--- config.mk ---
export PLATFORM = sky130hd
export DESIGN_NAME = signed_integer_divider
export DESIGN_NICKNAME = d
export VERILOG_FILES = /design/src/hw/rtl/sid_pkg.sv /design/src/hw/rtl/sid_front.sv /design/src/hw/rtl/sid_cell.sv /design/src/hw/rtl/sid_back.sv /design/src/hw/rtl/signed_integer_divider.sv
export SDC_FILE = /design/constraint.sdc
export NUM_CORES = 2
export LEC_CHECK = 0
export BUFFER_PORTS_ARGS = -buffer_cell sky130_fd_sc_hd__buf_2
export CAP_MARGIN = 20
export CELL_PAD_IN_SITES_DETAIL_PLACEMENT = 0
export CELL_PAD_IN_SITES_GLOBAL_PLACEMENT = 1
export CORE_MARGIN = 2
export CORE_UTILIZATION = 48
export CTS_BUF_LIST = sky130_fd_sc_hd__clkbuf_16
export DETAILED_ROUTE_END_ITERATION = 8
export PLACE_DENSITY = 0.81
export SYNTH_ARGS = -nofsm -noshare
export SYNTH_HDL_FRONTEND = slang
export SYNTH_SLANG_ARGS = --single-unit
--- constraint.sdc ---
create_clock -name clk -period 184.3 [get_ports clk]
set_clock_uncertainty 0.2 [all_clocks]
set_input_delay 36.86 -clock clk [delete_from_list [all_inputs] [get_ports clk]]
set_output_delay 36.86 -clock clk [all_outputs]
set_load 0.03 [all_outputs]
--- src/hw/rtl/sid_pkg.sv ---
// ----------------------------------------------------------------------------
// sid_pkg
// Shared types and constants for the signed integer divider.
// ----------------------------------------------------------------------------
`default_nettype none

package sid_pkg;

  localparam int DATA_WIDTH = 32;

  typedef enum logic [1:0] {
    ST_OK   = 2'd0,
    ST_SAT  = 2'd1,
    ST_DIV0 = 2'd2
  } sid_status_t;

  typedef struct packed {
    logic signed [DATA_WIDTH-1:0] numerator;
    logic signed [DATA_WIDTH-1:0] denominator;
  } sid_req_t;

  typedef struct packed {
    logic signed [DATA_WIDTH-1:0] quotient;
    sid_status_t                  status;
  } sid_rsp_t;

  typedef struct packed {
    logic                  valid;
    logic [DATA_WIDTH-1:0] rem;
    logic [DATA_WIDTH-1:0] dq;
    logic [DATA_WIDTH-1:0] dmag;
    logic                  negate;
    sid_status_t           status;
  } sid_work_t;

endpackage

`default_nettype wire

--- src/hw/rtl/sid_front.sv ---
// ----------------------------------------------------------------------------
// sid_front
// Entry stage: takes operand magnitudes, result sign and special cases.
// ----------------------------------------------------------------------------
`default_nettype none

module sid_front (
  input  wire logic              clk,
  input  wire logic              rst,
  input  wire logic              advance,
  input  wire logic              request_valid,
  input  wire sid_pkg::sid_req_t request,
  output sid_pkg::sid_work_t     work
);
  import sid_pkg::*;

  localparam logic [DATA_WIDTH-1:0] SignBit = {1'b1, {(DATA_WIDTH-1){1'b0}}};
  localparam logic [DATA_WIDTH-1:0] AllOnes = {DATA_WIDTH{1'b1}};

  logic [DATA_WIDTH-1:0] n;
  logic [DATA_WIDTH-1:0] d;
  sid_work_t             work_next;

  always_comb begin
    n = request.numerator;
    d = request.denominator;
    work_next.valid  = request_valid;
    work_next.rem    = '0;
    work_next.dq     = n[DATA_WIDTH-1] ? (~n + 1'b1) : n;
    work_next.dmag   = d[DATA_WIDTH-1] ? (~d + 1'b1) : d;
    work_next.negate = n[DATA_WIDTH-1] ^ d[DATA_WIDTH-1];
    priority if (d == '0) begin
      work_next.status = ST_DIV0;
    end else if (n == SignBit && d == AllOnes) begin
      work_next.status = ST_SAT;
    end else begin
      work_next.status = ST_OK;
    end
  end

  always_ff @(posedge clk) begin
    if (rst) begin
      work.valid <= 1'b0;
    end else if (advance) begin
      work <= work_next;
    end
  end

endmodule

`default_nettype wire

--- src/hw/rtl/sid_cell.sv ---
// ----------------------------------------------------------------------------
// sid_cell
// One restoring division step: shift in a dividend bit, trial subtract.
// ----------------------------------------------------------------------------
`default_nettype none

module sid_cell (
  input  wire logic               clk,
  input  wire logic               rst,
  input  wire logic               advance,
  input  wire sid_pkg::sid_work_t up,
  output sid_pkg::sid_work_t      down
);
  import sid_pkg::*;

  logic [DATA_WIDTH-1:0] shifted;
  logic [DATA_WIDTH:0]   diff;
  sid_work_t             down_next;

  always_comb begin
    shifted   = {up.rem[DATA_WIDTH-2:0], up.dq[DATA_WIDTH-1]};
    diff      = {1'b0, shifted} - {1'b0, up.dmag};
    down_next = up;
    if (diff[DATA_WIDTH]) begin
      down_next.rem = shifted;
      down_next.dq  = {up.dq[DATA_WIDTH-2:0], 1'b0};
    end else begin
      down_next.rem = diff[DATA_WIDTH-1:0];
      down_next.dq  = {up.dq[DATA_WIDTH-2:0], 1'b1};
    end
  end

  always_ff @(posedge clk) begin
    if (rst) begin
      down.valid <= 1'b0;
    end else if (advance) begin
      down <= down_next;
    end
  end

endmodule

`default_nettype wire

--- src/hw/rtl/sid_back.sv ---
// ----------------------------------------------------------------------------
// sid_back
// Output stage: apply sign, override special cases, hold the result.
// ----------------------------------------------------------------------------
`default_nettype none

module sid_back (
  input  wire logic               clk,
  input  wire logic               rst,
  input  wire logic               advance,
  input  wire sid_pkg::sid_work_t work,
  output logic                    result_valid,
  output sid_pkg::sid_rsp_t       result
);
  import sid_pkg::*;

  localparam logic [DATA_WIDTH-1:0] MaxPos = {1'b0, {(DATA_WIDTH-1){1'b1}}};

  sid_rsp_t result_next;

  always_comb begin
    result_next.status = work.status;
    unique case (work.status)
      ST_OK:   result_next.quotient = work.negate ? (~work.dq + 1'b1) : work.dq;
      ST_SAT:  result_next.quotient = MaxPos;
      ST_DIV0: result_next.quotient = '0;
      default: result_next.quotient = '0;
    endcase
  end

  always_ff @(posedge clk) begin
    if (rst) begin
      result_valid <= 1'b0;
    end else if (advance) begin
      result_valid <= work.valid;
    end
  end

  always_ff @(posedge clk) begin
    if (advance) result <= result_next;
  end

endmodule

`default_nettype wire

--- src/hw/rtl/signed_integer_divider.sv ---
// ----------------------------------------------------------------------------
// signed_integer_divider
// Signed 32-bit divider, quotient truncated toward zero, no remainder.
//
// A request carries numerator and denominator; it is taken at a clock edge
// where request_valid is high and request_stall is low. Each request yields
// one result (quotient, status) on the result channel, taken where
// result_valid is high and result_stall is low.
// Status: ok, saturated (most negative over minus one gives the largest
// positive value) or divide by zero (quotient zero).
// The pipeline has an entry stage for magnitudes and flags, a row of
// DATA_WIDTH division cells that each produce one quotient bit, and an
// output stage that applies the sign.
// Requests flow through the cell row one behind another, so a new request
// may enter every cycle while the result channel keeps up.
// While a result waits under result_stall, the whole row holds and
// request_stall is raised. Synchronous reset empties every stage.
// ----------------------------------------------------------------------------
`default_nettype none

module signed_integer_divider (
  input  wire logic              clk,
  input  wire logic              rst,
  input  wire logic              request_valid,
  output logic                   request_stall,
  input  wire sid_pkg::sid_req_t request,
  output logic                   result_valid,
  input  wire logic              result_stall,
  output sid_pkg::sid_rsp_t      result
);
  import sid_pkg::*;

  logic      advance;
  sid_work_t stage [DATA_WIDTH+1];

  assign advance       = !(result_valid && result_stall);
  assign request_stall = !advance;

  sid_front u_front (
    .clk,
    .rst,
    .advance,
    .request_valid,
    .request,
    .work (stage[0])
  );

  for (genvar i = 0; i < DATA_WIDTH; i++) begin : g_cell
    sid_cell u_cell (
      .clk,
      .rst,
      .advance,
      .up   (stage[i]),
      .down (stage[i+1])
    );
  end

  sid_back u_back (
    .clk,
    .rst,
    .advance,
    .work (stage[DATA_WIDTH]),
    .result_valid,
    .result
  );

endmodule

`default_nettype wire

* Yosys cells after proc, flatten, opt, wreduce, memory -nomap -nowiden
Cells that the tools add are included.
Operators by class: equality and inequality tests 3, bitwise operators 6, muxes and demuxes 37, reductions and logical operators 5, add/subtract/negate cells 35
Operators by type and width (count):
- 63-bit two-way mux | 30
- 32-bit by 32-bit subtractor with 33-bit output | 31
- 32-bit by 1-bit adder with 32-bit output, second input constant | 3
- 32-bit inverter | 3
- 32-bit equality test, second input constant | 2
- 32-bit case mux with 2 select lines | 1
- 31-bit two-way mux | 2
- 33-bit two-way mux | 1
- 1-bit by 32-bit subtractor with 33-bit output | 1
- 32-bit zero test | 1
- 32-bit two-way mux | 1
- 2-bit by 1-bit equality test with 1-bit output, second input constant | 1
- 1-bit logical AND | 2
- 2-bit zero test | 1
- 1-bit two-way mux | 2
- 1-bit inverter | 2
- 2-bit AND reduction | 1
- 1-bit XOR | 1
Storage, ports and cells: output and inout bits 36, register bits 3208, logic and storage cells 287

* Depth between registers and ports, before layout
word-level depth 4, depth in mapped cells 16

* Hierarchy
A second synthesis with hierarchy kept.
Unflattened totals: cells, all modules 14699, area, all modules 172819.5 um2
By module, submodules not included:
- sid_cell at g_cell[0].u_cell ... | area an instance 5245.0 um2, cells an instance 453, instances 13, sequential area each 2992.9 um2
- sid_cell at g_cell[24].u_cell ... | area an instance 5187.5 um2, cells an instance 427, instances 11, sequential area each 2992.9 um2
- sid_cell at g_cell[2].u_cell ... | area an instance 5166.2 um2, cells an instance 443, instances 5, sequential area each 2992.9 um2
- sid_cell at g_cell[10].u_cell ... | area an instance 5247.5 um2, cells an instance 453, instances 3, sequential area each 2992.9 um2
- sid_front | area an instance 3776.1 um2, cells an instance 314, instances 1, sequential area each 2031.9 um2
- sid_back | area an instance 2212.1 um2, cells an instance 223, instances 1, sequential area each 1041.0 um2
- signed_integer_divider | area an instance 10.0 um2, cells an instance 2, instances 1, sequential area each 0.0 um2

* Worst setup path before layout
Ideal clock, no wire load.
kind input to register, start point in result_stall, end point reg g_cell[0].u_cell.down[0] (netlist name) (enable), stages on the path 4, setup time 6.770 ns, path slack 9.463 ns, arrival time 167.867 ns, cells stage by stage nand2_1 > clkinv_1 > clkbuf_1 > nor2_1
On the way: word-level cells in the longest chain between the ends 3
Ends and longest elaborated chain:
- start: declaration | line signed_integer_divider.sv:28 | input wire logic result_stall,
- 1-bit logical AND | line signed_integer_divider.sv:36 | assign advance = !(result_valid && result_stall);
- via request_stall | line signed_integer_divider.sv:25 | output logic request_stall,
- 1-bit inverter (no source line)
- 2-bit AND reduction (no source line)
- end signal: assignment | line sid_cell.sv:37 | down <= down_next;
- end: declaration | line sid_cell.sv:12 | output sid_pkg::sid_work_t down
The timed path passes the listed nets, and every way through them passes these cells. A chain may end at the register's enable or synchronous reset.

* Final worst setup path
start point in result_stall, end point out request_stall
On the way: word-level cells in the longest chain between the ends 1
Ends and longest elaborated chain (line):
- 1-bit logical AND | signed_integer_divider.sv:36
- end: declaration | signed_integer_divider.sv:25
No other way between the ends.

==> flow_summary.html <==
<table>
<tr><th>Metric</th><th>Value</th></tr>
<tr><th colspan="2">Pwr</th></tr>
<tr><td>Clock group share of total power</td><td>a little under a quarter</td></tr>
<tr><td>Fraction of power consumed by sequential logic</td><td>a little under two fifths</td></tr>
<tr><td>Total design power</td><td>2.84 mW</td></tr>
<tr><td>Max VDD drop</td><td>between 9 and 10 uV</td></tr>
<tr><td>Power density over the cells</td><td>between 15 and 20 nW/um^2</td></tr>
<tr><td>Internal portion of total power</td><td>~1.9 mW</td></tr>
<tr><td>Power dissipated by switching net loads</td><td>0.973 mW</td></tr>
<tr><td>Lkg Pwr</td><td>about 69 nW</td></tr>
<tr><td>Switching part of the total power</td><td>34.3%</td></tr>
<tr><td>Fraction of power consumed by combinational cells</td><td>38.3%</td></tr>
<tr><th colspan="2">Flow run</th></tr>
<tr><td>Max capacitance violation total</td><td>0</td></tr>
<tr><th colspan="2">Critical path</th></tr>
<tr><td>Launching element type of the critical path</td><td>primary input</td></tr>
<tr><td>Reg-to-reg critical path endpoint</td><td>g_cell[2].u_cell.down[20]$_DFFE_PP_</td></tr>
<tr><td>Top delay family on crit path</td><td>buffers and inverters</td></tr>
<tr><td>Critical Path RT</td><td>~150000 ps</td></tr>
<tr><td>FF-to-FF setup slack</td><td>176310 ps</td></tr>
<tr><td>Beginning of the critical path</td><td>result_stall</td></tr>
<tr><td>Delay contributed by the slowest stage of the critical path</td><td>roughly 600 ps</td></tr>
<tr><td>Depth of the worst register-to-register path</td><td>12</td></tr>
<tr><td>Worst path cell trace</td><td>buf_2 &gt; nand2_2 &gt; buf_4 &gt; clkinv_1 &gt; buf_2</td></tr>
<tr><td>Startpoint of the most critical register-to-register path</td><td>u_back.result_valid$_SDFFE_PP0N_</td></tr>
<tr><td>Cell depth of the worst setup path</td><td>5</td></tr>
<tr><td>Maximum fanout along the worst path</td><td>68</td></tr>
<tr><td>Classification of the worst setup path</td><td>primary input to output pin</td></tr>
<tr><td>Cell with the most instances on the worst path</td><td>buf_2</td></tr>
<tr><td>Type of element capturing the critical path</td><td>output pin</td></tr>
<tr><td>Slowest-stage cell, CP</td><td>buf_4</td></tr>
<tr><td>Data arrival, critical path</td><td>38040 ps</td></tr>
<tr><td>Buffering stage count on the worst path with inverters included</td><td>4</td></tr>
<tr><th colspan="2">Synth</th></tr>
<tr><td>Ys flop type</td><td>edfxtp_1</td></tr>
<tr><td>Share of synthesized registers carrying an async set or reset</td><td>0%</td></tr>
<tr><td>Synthesized flop and latch total</td><td>between 3k and 4k</td></tr>
<tr><td>Most instantiated cells after synthesis</td><td>edfxtp_1, inv_1, ha_1</td></tr>
<tr><td>Top-area cell type share of the netlist area</td><td>about three fifths</td></tr>
<tr><td>Dominant cell by count in the synthesized netlist</td><td>edfxtp_1</td></tr>
<tr><td>Yosys warning total</td><td>0</td></tr>
<tr><td>Sequential area share after synthesis</td><td>61.2%</td></tr>
<tr><td>Netlist cell types</td><td>a little over 90</td></tr>
<tr><td>Syn_area_per_cell</td><td>12.6 um^2</td></tr>
<tr><td>Netlist area before placement</td><td>between 150000 and 200000 um^2</td></tr>
<tr><td>Cells after Synth</td><td>around 12k</td></tr>
<tr><td>Post-synth EDFFs</td><td>between 3k and 4k</td></tr>
<tr><td>Most area-consuming cells after synthesis</td><td>edfxtp_1, ha_1, a21oi_1</td></tr>
<tr><td>Cell type with the highest aggregate area in the netlist</td><td>edfxtp_1</td></tr>
<tr><th colspan="2">CTS</th></tr>
<tr><td>Clock latency of the later-clocked register in the worst-skew pair</td><td>between 900 and 1000 ps</td></tr>
<tr><td>Reg clk slew, reported paths</td><td>about 60 ps</td></tr>
<tr><td>Post-CTS sizing</td><td>0</td></tr>
<tr><td>Setup Buffers After CTS</td><td>0</td></tr>
<tr><td>Number of H-tree branching levels</td><td>5</td></tr>
<tr><td>Clk root buf</td><td>clkbuf_16</td></tr>
<tr><td>Number of buffers between clock root and the deepest sink</td><td>4</td></tr>
<tr><td>Hold-fix buffers at CTS</td><td>0</td></tr>
<tr><td>CTS tree</td><td>done</td></tr>
<tr><td>Number of clock sinks seen by CTS</td><td>between 3k and 4k</td></tr>
<tr><td>Total CTS buffers</td><td>between 300 and 400</td></tr>
<tr><th colspan="2">Hold path</th></tr>
<tr><td>Path type of the worst min-delay path</td><td>flip-flop to flip-flop</td></tr>
<tr><td>Worst hold path depth</td><td>0</td></tr>
<tr><td>Hold path startpoint</td><td>g_cell[13].u_cell.down[47]$_DFFE_PP_</td></tr>
<tr><td>Min-Delay Endpoint</td><td>g_cell[14].u_cell.down[48]$_DFFE_PP_</td></tr>
<tr><th colspan="2">Route</th></tr>
<tr><td>Number of vias after detailed routing</td><td>around 95k</td></tr>
<tr><td>Via density</td><td>about 5.5</td></tr>
<tr><td>Detailed router's first-iteration violation count</td><td>around 7.2k</td></tr>
<tr><td>Total wire length</td><td>just over 300 mm</td></tr>
<tr><td>Final routed wire length divided by cell count</td><td>about 18 um</td></tr>
<tr><td>ANT nets after route</td><td>0</td></tr>
<tr><td>DRC violation count after routing</td><td>0</td></tr>
<tr><td>Number of iterations in the first detailed-routing pass</td><td>6</td></tr>
<tr><th colspan="2">Global routing</th></tr>
<tr><td>Via count of the first global-routing pass</td><td>around 94k</td></tr>
<tr><td>Wire length of the first global-routing pass</td><td>497 mm</td></tr>
<tr><td>Met3 GRT Util</td><td>between 2 and 3%</td></tr>
<tr><td>Global-route track usage on met1</td><td>25.4%</td></tr>
<tr><td>GR Layer Usage met2</td><td>between 20 and 30%</td></tr>
<tr><td>Combined global-route utilization of all metal layers</td><td>18.4%</td></tr>
<tr><td>Global route total overflow</td><td>0</td></tr>
<tr><td>Busiest layer in global routing</td><td>met2</td></tr>
<tr><td>Initial antenna violation count</td><td>8</td></tr>
<tr><td>Maximum number of pins on one net before global-route repair</td><td>a little under 200</td></tr>
<tr><th colspan="2">Die</th></tr>
<tr><td>Starting Density</td><td>between 40% and 50%</td></tr>
<tr><td>Die boundary height</td><td>about 580 um</td></tr>
<tr><td>Number of I/O pins</td><td>~100</td></tr>
<tr><td>Total Die Area</td><td>approximately 330000 um^2</td></tr>
<tr><td>Width of the chip</td><td>575 um</td></tr>
<tr><td>Cell row count</td><td>roughly 210</td></tr>
<tr><td>Core box area</td><td>325000 um^2</td></tr>
<tr><th colspan="2">Timing</th></tr>
<tr><td>Tightest Pin Transition</td><td>between 1000 and 1500 ps</td></tr>
<tr><td>RSZ-0062 raised after global routing</td><td>false</td></tr>
<tr><td>Pins over their slew limit</td><td>0</td></tr>
<tr><td>Max-slew headroom at the worst pin</td><td>20.8%</td></tr>
<tr><td>Shortest period the worst path allows</td><td>75100 ps</td></tr>
<tr><td>Aggregate negative setup slack</td><td>0 ps</td></tr>
<tr><td>Part of the cycle the worst path needs</td><td>between 40% and 50%</td></tr>
<tr><td>Total of endpoints with negative setup slack in the final report</td><td>0</td></tr>
<tr><td>Achievable frequency</td><td>0.0133 GHz</td></tr>
<tr><td>Smallest hold slack</td><td>196 ps</td></tr>
<tr><td>Final Hold Viols</td><td>0</td></tr>
<tr><th colspan="2">Final layout</th></tr>
<tr><td>Proportion of layout cells with a drive suffix above 1</td><td>about 8.8%</td></tr>
<tr><td>Reg area</td><td>around 96000 um^2</td></tr>
<tr><td>Area added between synthesis and finish</td><td>10.9%</td></tr>
<tr><td>Multi-input gate area</td><td>55500 um^2</td></tr>
<tr><td>Total Nets Final</td><td>between 10k and 15k</td></tr>
<tr><td>Fill cells</td><td>~26k</td></tr>
<tr><th colspan="2">Placed design</th></tr>
<tr><td>Number of buffer cells added on primary ports</td><td>roughly 100</td></tr>
<tr><td>Placed wire-length estimate after detailed placement</td><td>roughly 220 mm</td></tr>
<tr><td>Final weighted congestion in routability-driven placement</td><td>0.908</td></tr>
<tr><th colspan="2">Status</th></tr>
<tr><td>Outcome</td><td>complete, no violations</td></tr>
</table>
## cell type report
class	instances	area share [%]
diodes	10	0.0144
clock buffers	345	4.97
clock inverters	273	1.38
inverters	1215	2.62
multi-input cells	7792	32.0
flip-flops and latches	3208	55.2
well taps	4325	3.11
repair buffers	183	0.727
## state kept, by name, summed over array words and instances, names as in the netlist
register,count
g_cell.u_cell.down,3105
u_front.work,68
u_back.result_valid,1
u_back.result,34
## power by group through the flow
stage	combinational [mW]	clock (mW)	sequential, mW
6_report	1.09	0.669	1.08
4_1_cts	1.07	0.690	1.08
5_1_grt	1.21	0.719	1.10
2_1_floorplan	0.843	0	1.21
3_5_place_dp	1.06	0	1.10
3_3_place_gp	1.03	0	1.09
## metrics by stage
step | utilization (%) | instances | setup slack, ps | instance area (um^2)
2_1_floorplan | - | 12500 | 9460 | 157000
3_3_place_gp | 50.1 | 16700 | 109170 | 163000
3_5_place_dp | 50.1 | 16700 | 109180 | 163000
4_1_cts | 53.5 | 17300 | 109170 | 174000
5_1_grt | 53.6 | 17300 | 109060 | 174000
6_report | 53.6 | 17400 | 109200 | 174000
## cell families after synthesis
family / count (synthesis) / synth area share, %
flops: 3208 / 61.2
xor+xnor: 851 / 4.75
buf+inv: 1452 / 3.51
fa+ha+maj: 1027 / 8.34
mux: 410 / 2.92
compound gates: 2988 / 11.9
simple gates: 2501 / 7.35
other cells: 1 / 0.00239
## how the worst max path moves through the flow
stage / to / slack [ps]
after floorplan: g_cell[0].u_cell.down[0]$_DFFE_PP_ / 9460
after global placement: request_stall / 109170
after detailed placement: request_stall / 109180
after CTS: request_stall / 109170
after global routing: request_stall / 109060
final: request_stall / 109200
## per-layer routing
metal | vias to the layer above | wire, um
met1 | 45800 | 141000
met2 | 2204 | 143000
li1 | 46400 | -
met3 | 570 | 14900
met4 | 0 | 11200
met5 | - | 0
## layout by cell type, fill, tap and decap left out, drive strengths merged, types with 183 or more instances in the layout
| cell type | instances |
|---|---|
| a21o | 388 |
| a21oi | 965 |
| buf | 183 |
| clkbuf | 345 |
| edfxtp | 3174 |
| ha | 997 |
| inv | 1280 |
| mux2 | 373 |
| nand2 | 836 |
| nor2 | 734 |
| o21ai | 734 |
| xnor2 | 534 |
| xor2 | 317 |
Note: power is estimated with default switching activity, not from simulation.
